==> config.mk <==
export PLATFORM = sky130hd
export DESIGN_NAME = ramped_pwm_pulse_sequencer
export DESIGN_NICKNAME = d
export VERILOG_FILES = /design/src/rtl/rpps_pkg.sv /design/src/rtl/rpps_core.sv /design/src/rtl/ramped_pwm_pulse_sequencer.sv
export SDC_FILE = /design/constraint.sdc
export NUM_CORES = 2
export LEC_CHECK = 0
export ABC_CLOCK_PERIOD_IN_PS = 7200
export BUFFER_PORTS_ARGS = -buffer_cell sky130_fd_sc_hd__buf_4
export CORE_UTILIZATION = 45
export DETAILED_ROUTE_END_ITERATION = 12
export REMOVE_ABC_BUFFERS = 1
export SKIP_LAST_GASP = 1
export SLEW_MARGIN = 30
export SYNTH_ARGS = -nofsm -noshare
export SYNTH_HDL_FRONTEND = slang
export SYNTH_SLANG_ARGS = --single-unit
==> constraint.sdc <==
create_clock -name clk -period 7.2 [get_ports clk]
set_clock_uncertainty 0.05 [all_clocks]
set_input_delay 1.44 -clock clk [delete_from_list [all_inputs] [get_ports clk]]
set_output_delay 1.44 -clock clk [all_outputs]
set_load 0.005 [all_outputs]
==> src/rtl/rpps_pkg.sv <==
// ----------------------------------------------------------------------------
// Ramped PWM pulse sequencer package
// Operation codes, register indexes, widths and shared structures.
// ----------------------------------------------------------------------------
`default_nettype none

package rpps_pkg;

	// Input operation codes.
	typedef enum logic [1:0] {
		OP_LOAD  = 2'd0,
		OP_START = 2'd1,
		OP_EVENT = 2'd2,
		OP_STOP  = 2'd3
	} rpps_op_t;

	// Reported phase of the burst.
	typedef enum logic [1:0] {
		PH_IDLE   = 2'd0,
		PH_UP     = 2'd1,
		PH_STEADY = 2'd2,
		PH_DOWN   = 2'd3
	} rpps_phase_t;

	// Configuration register indexes.
	localparam logic [1:0] CFG_TARGET = 2'd0;
	localparam logic [1:0] CFG_DUTY   = 2'd1;
	localparam logic [1:0] CFG_RAMP   = 2'd2;

	// Reset values of the configuration registers.
	localparam logic [15:0] TARGET_RST = 16'd1000;
	localparam logic [6:0]  DUTY_RST   = 7'd50;

	// Duty limit and reciprocal of one hundred, scaled by two to the thirtieth.
	localparam logic [6:0]  DUTY_MAX   = 7'd100;
	localparam logic [23:0] RECIP_100  = 24'd10737419;
	localparam int          RECIP_SHIFT = 30;

	// Settings seen by the sequencer core.
	typedef struct packed {
		logic [15:0] target;
		logic        ramp;
		logic [15:0] duty_cmp;
	} rpps_cfg_t;

	// One result beat.
	typedef struct packed {
		logic        done;
		rpps_phase_t phase;
		logic        running;
		logic [15:0] compare;
		logic [15:0] period;
	} rpps_res_t;

endpackage

`default_nettype wire

==> src/rtl/rpps_core.sv <==
// ----------------------------------------------------------------------------
// Ramped PWM pulse sequencer core
// Holds the timer state and works out the next state and result of one beat.
// ----------------------------------------------------------------------------
`default_nettype none

module rpps_core
	import rpps_pkg::*;
(
	input  wire logic        clk,
	input  wire logic        arst_n,
	input  wire logic        fire,
	input  wire rpps_op_t    op,
	input  wire logic [31:0] count,
	input  wire rpps_cfg_t   cfg,
	output rpps_res_t        res
);

	logic [15:0] period_q, period_d;
	logic [15:0] compare_q, compare_d;
	logic [31:0] up_left_q, up_left_d;
	logic [31:0] steady_left_q, steady_left_d;
	logic [31:0] down_left_q, down_left_d;
	logic        running_q, running_d;
	logic        event_en_q, event_en_d;
	logic [15:0] lat_period_q, lat_period_d;
	logic        lat_ramp_q, lat_ramp_d;
	logic        done_d;
	logic [19:0] span;
	logic [15:0] target_x10;
	logic [15:0] target_x5;

	// Ramp span of nine periods and the preset values for gradual mode.
	assign span       = {1'b0, lat_period_q, 3'b000} + {4'b0000, lat_period_q};
	assign target_x10 = {cfg.target[12:0], 3'b000} + {cfg.target[14:0], 1'b0};
	assign target_x5  = {cfg.target[13:0], 2'b00} + cfg.target;

	// Next state for the operation of the beat.
	always_comb begin
		period_d      = period_q;
		compare_d     = compare_q;
		up_left_d     = up_left_q;
		steady_left_d = steady_left_q;
		down_left_d   = down_left_q;
		running_d     = running_q;
		event_en_d    = event_en_q;
		lat_period_d  = lat_period_q;
		lat_ramp_d    = lat_ramp_q;
		done_d        = 1'b0;
		case (op)
			OP_LOAD: begin
				running_d    = 1'b0;
				event_en_d   = 1'b0;
				lat_period_d = cfg.target;
				lat_ramp_d   = cfg.ramp;
				if (cfg.ramp) begin
					period_d  = target_x10;
					compare_d = target_x5;
				end else begin
					period_d  = cfg.target;
					compare_d = cfg.duty_cmp;
				end
			end
			OP_START: begin
				if (!lat_ramp_q) begin
					up_left_d     = '0;
					down_left_d   = '0;
					steady_left_d = count;
				end else if (count >= {12'd0, span}) begin
					up_left_d     = {13'd0, span[19:1]} + {31'd0, span[0]};
					down_left_d   = {13'd0, span[19:1]};
					steady_left_d = count - {12'd0, span};
				end else begin
					up_left_d     = {1'b0, count[31:1]} + {31'd0, count[0]};
					down_left_d   = {1'b0, count[31:1]};
					steady_left_d = '0;
				end
				if (count != '0) begin
					event_en_d = 1'b1;
				end
				running_d = 1'b1;
			end
			OP_EVENT: begin
				if (running_q && event_en_q) begin
					if (up_left_q != '0) begin
						up_left_d = up_left_q - 32'd1;
						period_d  = period_q - 16'd2;
						compare_d = compare_q - 16'd1;
					end else if (steady_left_q != '0) begin
						steady_left_d = steady_left_q - 32'd1;
					end else if (down_left_q != '0) begin
						down_left_d = down_left_q - 32'd1;
						period_d    = period_q + 16'd2;
						compare_d   = compare_q + 16'd1;
					end else begin
						running_d  = 1'b0;
						event_en_d = 1'b0;
						done_d     = 1'b1;
					end
				end
			end
			default: begin
				running_d     = 1'b0;
				up_left_d     = '0;
				steady_left_d = '0;
				down_left_d   = '0;
			end
		endcase
	end

	// Result of the beat, taken from the updated state.
	always_comb begin
		res.period  = period_d;
		res.compare = compare_d;
		res.running = running_d;
		res.done    = done_d;
		if (!running_d) begin
			res.phase = PH_IDLE;
		end else if (up_left_d != '0) begin
			res.phase = PH_UP;
		end else if (steady_left_d != '0) begin
			res.phase = PH_STEADY;
		end else if (down_left_d != '0) begin
			res.phase = PH_DOWN;
		end else begin
			res.phase = PH_STEADY;
		end
	end

	// State update on each accepted beat.
	always_ff @(posedge clk or negedge arst_n) begin
		if (!arst_n) begin
			period_q      <= '0;
			compare_q     <= '0;
			up_left_q     <= '0;
			steady_left_q <= '0;
			down_left_q   <= '0;
			running_q     <= 1'b0;
			event_en_q    <= 1'b0;
			lat_period_q  <= '0;
			lat_ramp_q    <= 1'b0;
		end else if (fire) begin
			period_q      <= period_d;
			compare_q     <= compare_d;
			up_left_q     <= up_left_d;
			steady_left_q <= steady_left_d;
			down_left_q   <= down_left_d;
			running_q     <= running_d;
			event_en_q    <= event_en_d;
			lat_period_q  <= lat_period_d;
			lat_ramp_q    <= lat_ramp_d;
		end
	end

endmodule

`default_nettype wire

==> src/rtl/ramped_pwm_pulse_sequencer.sv <==
// A result beat is registered in the output stage before it appears on the master side.
// Throughput: one beat per cycle while the slave side is not stalled; the state update is a single registered pass.
// A two-entry output stage keeps accepting while one result waits to be taken.
// After reset and after each configuration write the slave side stalls while the duty
// product register settles. Reset is asynchronous, active low.
// ----------------------------------------------------------------------------
// Ramped PWM pulse sequencer
// Runs bursts of PWM periods with an optional trapezoidal period ramp.
// ----------------------------------------------------------------------------
`default_nettype none

module ramped_pwm_pulse_sequencer
	import rpps_pkg::*;
(
	input  wire logic        clk,
	input  wire logic        arst_n,
	// Input beats.
	input  wire logic        s_tvalid,
	output logic             s_tready,
	input  wire logic [31:0] s_tdata,   // [31:0] pulse_count
	input  wire logic [1:0]  s_tuser,   // [1:0] operation
	// Result beats.
	output logic             m_tvalid,
	input  wire logic        m_tready,
	// [15:0] period_ticks_now, [31:16] compare_ticks_now, [32] timer_running,
	// [34:33] phase, [39:35] zero
	output logic [39:0]      m_tdata,
	output logic             m_tlast,   // done_res
	// Configuration writes.
	input  wire logic        cfg_valid,
	output logic             cfg_ready,
	input  wire logic [1:0]  cfg_index,
	input  wire logic [15:0] cfg_data
);

	logic        s_fire;
	logic        m_fire;
	logic        cfg_fire;
	logic [15:0] target_q;
	logic [6:0]  duty_q;
	logic        ramp_q;
	logic        hold_q;
	logic [6:0]  duty_sat;
	logic [22:0] prod_q;
	logic [46:0] quot_full;
	rpps_cfg_t   cfg;
	rpps_res_t   res;
	rpps_res_t   out_q;
	rpps_res_t   skid_q;
	logic        out_valid_q;
	logic        skid_valid_q;

	assign cfg_ready = 1'b1;
	assign cfg_fire  = cfg_valid & cfg_ready;
	assign s_fire    = s_tvalid & s_tready;
	assign m_fire    = m_tvalid & m_tready;
	assign s_tready  = !hold_q && !skid_valid_q;

	// Configuration registers.
	always_ff @(posedge clk or negedge arst_n) begin
		if (!arst_n) begin
			target_q <= TARGET_RST;
			duty_q   <= DUTY_RST;
			ramp_q   <= 1'b0;
		end else if (cfg_fire) begin
			case (cfg_index)
				CFG_TARGET: target_q <= cfg_data;
				CFG_DUTY:   duty_q   <= cfg_data[6:0];
				CFG_RAMP:   ramp_q   <= cfg_data[0];
				default:    ;
			endcase
		end
	end

	// Stall after reset or a write so the product register is current.
	always_ff @(posedge clk or negedge arst_n) begin
		if (!arst_n) begin
			hold_q <= 1'b1;
		end else begin
			hold_q <= cfg_fire;
		end
	end

	// Duty times period, then a reciprocal multiply for the division by one hundred.
	assign duty_sat = (duty_q > DUTY_MAX) ? DUTY_MAX : duty_q;

	always_ff @(posedge clk) begin
		prod_q <= {16'd0, duty_sat} * {7'd0, target_q};
	end

	assign quot_full = {24'd0, prod_q} * {23'd0, RECIP_100};

	assign cfg.target   = target_q;
	assign cfg.ramp     = ramp_q;
	assign cfg.duty_cmp = quot_full[RECIP_SHIFT+15:RECIP_SHIFT];

	// Sequencer state and next result.
	rpps_core u_core (
		.clk    (clk),
		.arst_n (arst_n),
		.fire   (s_fire),
		.op     (rpps_op_t'(s_tuser)),
		.count  (s_tdata),
		.cfg    (cfg),
		.res    (res)
	);

	// Output register with a skid entry behind it.
	always_ff @(posedge clk or negedge arst_n) begin
		if (!arst_n) begin
			out_valid_q  <= 1'b0;
			skid_valid_q <= 1'b0;
		end else begin
			if (skid_valid_q && m_fire) begin
				out_valid_q  <= 1'b1;
				skid_valid_q <= 1'b0;
			end else if (s_fire && (!out_valid_q || m_fire)) begin
				out_valid_q <= 1'b1;
			end else if (s_fire) begin
				skid_valid_q <= 1'b1;
			end else if (m_fire) begin
				out_valid_q <= 1'b0;
			end
		end
	end

	always_ff @(posedge clk) begin
		if (skid_valid_q && m_fire) begin
			out_q <= skid_q;
		end else if (s_fire && (!out_valid_q || m_fire)) begin
			out_q <= res;
		end else if (s_fire) begin
			skid_q <= res;
		end
	end

	assign m_tvalid = out_valid_q;
	assign m_tdata  = {5'd0, out_q.phase, out_q.running, out_q.compare, out_q.period};
	assign m_tlast  = out_q.done;

endmodule

`default_nettype wire

==> results.tsv <==
stage	metric	value	unit
outcome	status	complete, no violations	
clocking	clock-sinks	269	
route	drtIter0Drc	2484	
global_route	grt_pass1_wl	156000	microns
global_route	grt.total_usage	28.3	%
placed_design	gp_congestion	0.973	
die	dieArea	71700	sq um
clocking	cts_made_buffers	36	
clocking	htree_levels	2	
sta	slew_viol_final	0	
setup_path	end_kind	register	
synth	ys_seq_elements	269	
route	antenna_left	0	
sta	finalSetupViolCount	0	
synth	ys_types	86	
final_layout	drive_above_1_share	12.4	%
setup_path	cpMostUsedCell	fa_1	
final_layout	nNetsFinal	4408	
setup_path	path_max_fanout	5	
route	vias	27100	
clocking	clk_path_buf_depth	3	
setup_path	path_class	reg2reg	
global_route	grt_max_degree	85	
global_route	grt_pass1_vias	26100	
synth	muxShareOfSynthArea	2.88	%
synth	synth_seq_area_share	22.0	%
synth	yosys_warnings	0	
clocking	cts_tree	built	
synth	yosys-top-cells-area	fa_1, ha_1, dfrtp_1, edfxtp_1, inv_1	
global_route	antenna_found_initial	3	
synth	synthXorXnorAreaFrac	5.25	%
route	via_per_inst	5.76	
synth	synth_top_family_by_area	adder cells	
sta	finalHoldViolations	0	
die	start_util	45.4	%
setup_path	slowest_stage	fa_1	
synth	syn-instance-count	3638	
synth	yosys.area_share.simple	16.9	%
synth	synthArstFlopShare	64.7	%
final_layout	antenna_cells	0	
setup_path	worstSetupStartpointType	register	
route	drc	0	
synth	netlist_area	31800	sq um
placed_design	dp_hpwl	77800	microns
clocking	clk_latency	580	ps
sta	hold-worst-slack	467	ps
clocking	clkSlewWorstSetupHoldPaths	60	ps
final_layout	area_growth	12.2	%
synth	yosys_most_used_dff	dfrtp_1	
synth	syn_area_per_cell	8.73	sq um
synth	synth_edf_count	72	
die	die_w	268	microns
placed_design	port_buffers	94	
route	wl	99900	microns
clocking	root_buffer	clkbuf_16	
synth	synth-compound-area-share	14.9	%
route	drt_first_pass_iters	6	
synth	yosysTopAreaCell	fa_1	
sta	post-route-period-util	96.0	%
die	core	69900	sq um
sta	slew_headroom	34.0	%
setup_path	crit_required	7590	ps
route	routedWlPerCell	21.2	microns
sta	rsz0062_at_grt	false	
die	die_h	268	microns
die	ioPinCount	101	
die	row_count	97	
global_route	gr-total-overflow	0	
job	drv_cap	0	
synth	yosys.area_share.adder	30.3	%
synth	synth_top_cell_area_share	16.8	%
sta	max_freq	145	MHz
setup_path	max_stage_delay	590	ps
setup_path	arrival	7300	ps
sta	worstMarginPinSlew	991	ps
sta	period_minus_slack	6920	ps
worst_hold_path	hold_path_class	reg2reg	
clocking	postCtsHoldBufs	0	
## per-stage QoR
| step | cells | TNS (ps) | util [%] | worst slack (ps) | cell area, sq um |
|---|---|---|---|---|---|
| 2_1_floorplan | 3456 | -287 | - | -119 | 31000 |
| 3_3_place_gp | 4644 | -186 | 48.9 | -73.2 | 34200 |
| 3_5_place_dp | 4644 | -740 | 48.9 | -140 | 34200 |
| 4_1_cts | 4709 | 0 | 50.7 | 5.22 | 35400 |
| 5_1_grt | 4709 | 0 | 51.0 | 8.82 | 35600 |
| 6_report | 4709 | 0 | 51.0 | 285 | 35600 |
## area by class of cell
type	instances	area [sq um]
tap	940	1180
timing repair buffer	249	1900
inverter	455	1710
multi-input combinational	2732	22600
clock buffer	42	933
fill	6766	34300
sequential	269	7000
clock inverter	22	308
## critical path: cells and delay by family (launching register included)
kind / cells / cell delay (ps)
AO/OA/AOI/OAI: 9 / 1570
XOR/XNOR: 1 / 200
adder cells (fa/ha/maj): 8 / 3640
buffers and inverters: 5 / 600
flip-flops: 1 / 350
multiplexers: 1 / 250
AND/OR/NAND/NOR: 1 / 140
## layout by cell type, fill, tap and decap left out, drive strengths merged, types with 17 or more instances in the layout
cell type	Yosys	routed
a211oi	22	22
a21o	46	46
a21oi	142	142
a221oi	17	17
a22oi	42	42
a31oi	45	45
and2	43	43
and3	31	31
buf	24	248
clkbuf	162	43
dfrtp	164	164
dfxtp	23	23
edfxtp	72	72
fa	266	266
ha	342	342
inv	453	459
mux2	68	68
nand2	425	425
nand3	74	74
nand4	36	36
nor2	208	208
nor2b	18	18
nor3	85	85
nor4	72	72
o211ai	28	28
o21ai	200	200
o21bai	19	19
o31ai	27	27
or3	31	31
or4	20	20
xnor2	110	110
xor2	78	78
## repair_timing
item                                    CTS  global route
gates resized for setup                   4            48
endpoints found under the hold margin     0             0
pin swaps                                 1            25
buffers inserted                          1             0
endpoints found under the setup margin   14            40
## worst paths after layout
check	endpoint	cells after the start	slack (ps)	from
max	u_core.compare_q[15]	25	280	prod_q[21]
min	u_core.steady_left_q[30]	2	470	u_core.steady_left_q[30]
max reg2reg	u_core.compare_q[15]	25	280	prod_q[21]
min reg2reg	u_core.steady_left_q[30]	2	470	u_core.steady_left_q[30]
max in group asynchronous	u_core.lat_period_q[7]	2	4940	arst_n
min in group asynchronous	skid_valid_q	1	850	arst_n
## cells by family (layout without fill, tap and decap cells)
kind of cell    count (synthesis)  in the layout
simple gates                 1116           1116
compound gates                728            728
buf+inv                       641            768
fa+ha+maj                     610            610
flops                         269            269
xor+xnor                      189            189
mux                            83             83
other cells                     2              6
## cells in the mapped netlist (12+ instances only)
| cell type | n |
|---|---|
| nor3b_1 | 12 |
| or3_1 | 31 |
| edfxtp_1 | 72 |
| o211ai_1 | 28 |
| nor4_1 | 69 |
| xor2_1 | 78 |
| inv_1 | 453 |
| xnor2_1 | 110 |
| and2_1 | 41 |
| fa_1 | 266 |
| o21ai_0 | 197 |
| or4_1 | 19 |
| a221oi_1 | 17 |
| mux2_2 | 68 |
| or2_2 | 14 |
| a211oi_1 | 22 |
| nand2_1 | 425 |
| o21a_1 | 16 |
| buf_1 | 15 |
| a21oi_1 | 142 |
| nand3_1 | 74 |
| dfxtp_1 | 23 |
| a21o_1 | 46 |
| a31oi_1 | 45 |
| nor2_1 | 208 |
| and3_1 | 31 |
| nand4_1 | 35 |
| clkbuf_1 | 162 |
| mux2i_1 | 15 |
| nor3_1 | 85 |
| nor2b_1 | 18 |
| ha_1 | 342 |
| dfrtp_1 | 164 |
| o31ai_1 | 27 |
| o21bai_1 | 19 |
| a22oi_1 | 42 |
## state kept, by name, indices dropped and copies added (netlist names), 7 cells and up
signal and count:
target_q 16, u_core.up_left_q 32, skid_q 36, u_core.period_q 16, duty_q 7, u_core.lat_period_q 16, u_core.steady_left_q 32, m_tdata 35
prod_q 23, u_core.compare_q 16, u_core.down_left_q 32
## layer usage
metal  vias to the layer above  track usage [%]  wire (microns)
met5                         -                0               0
met4                         0             7.61            2610
met3                       152             3.78            6750
met2                       972             42.7           43100
met1                     13200             42.0           47500
li1                      12800                -               -
Power is not shown: default switching activity piles up to over one toggle a cycle in this logic, so the estimate is an artifact.
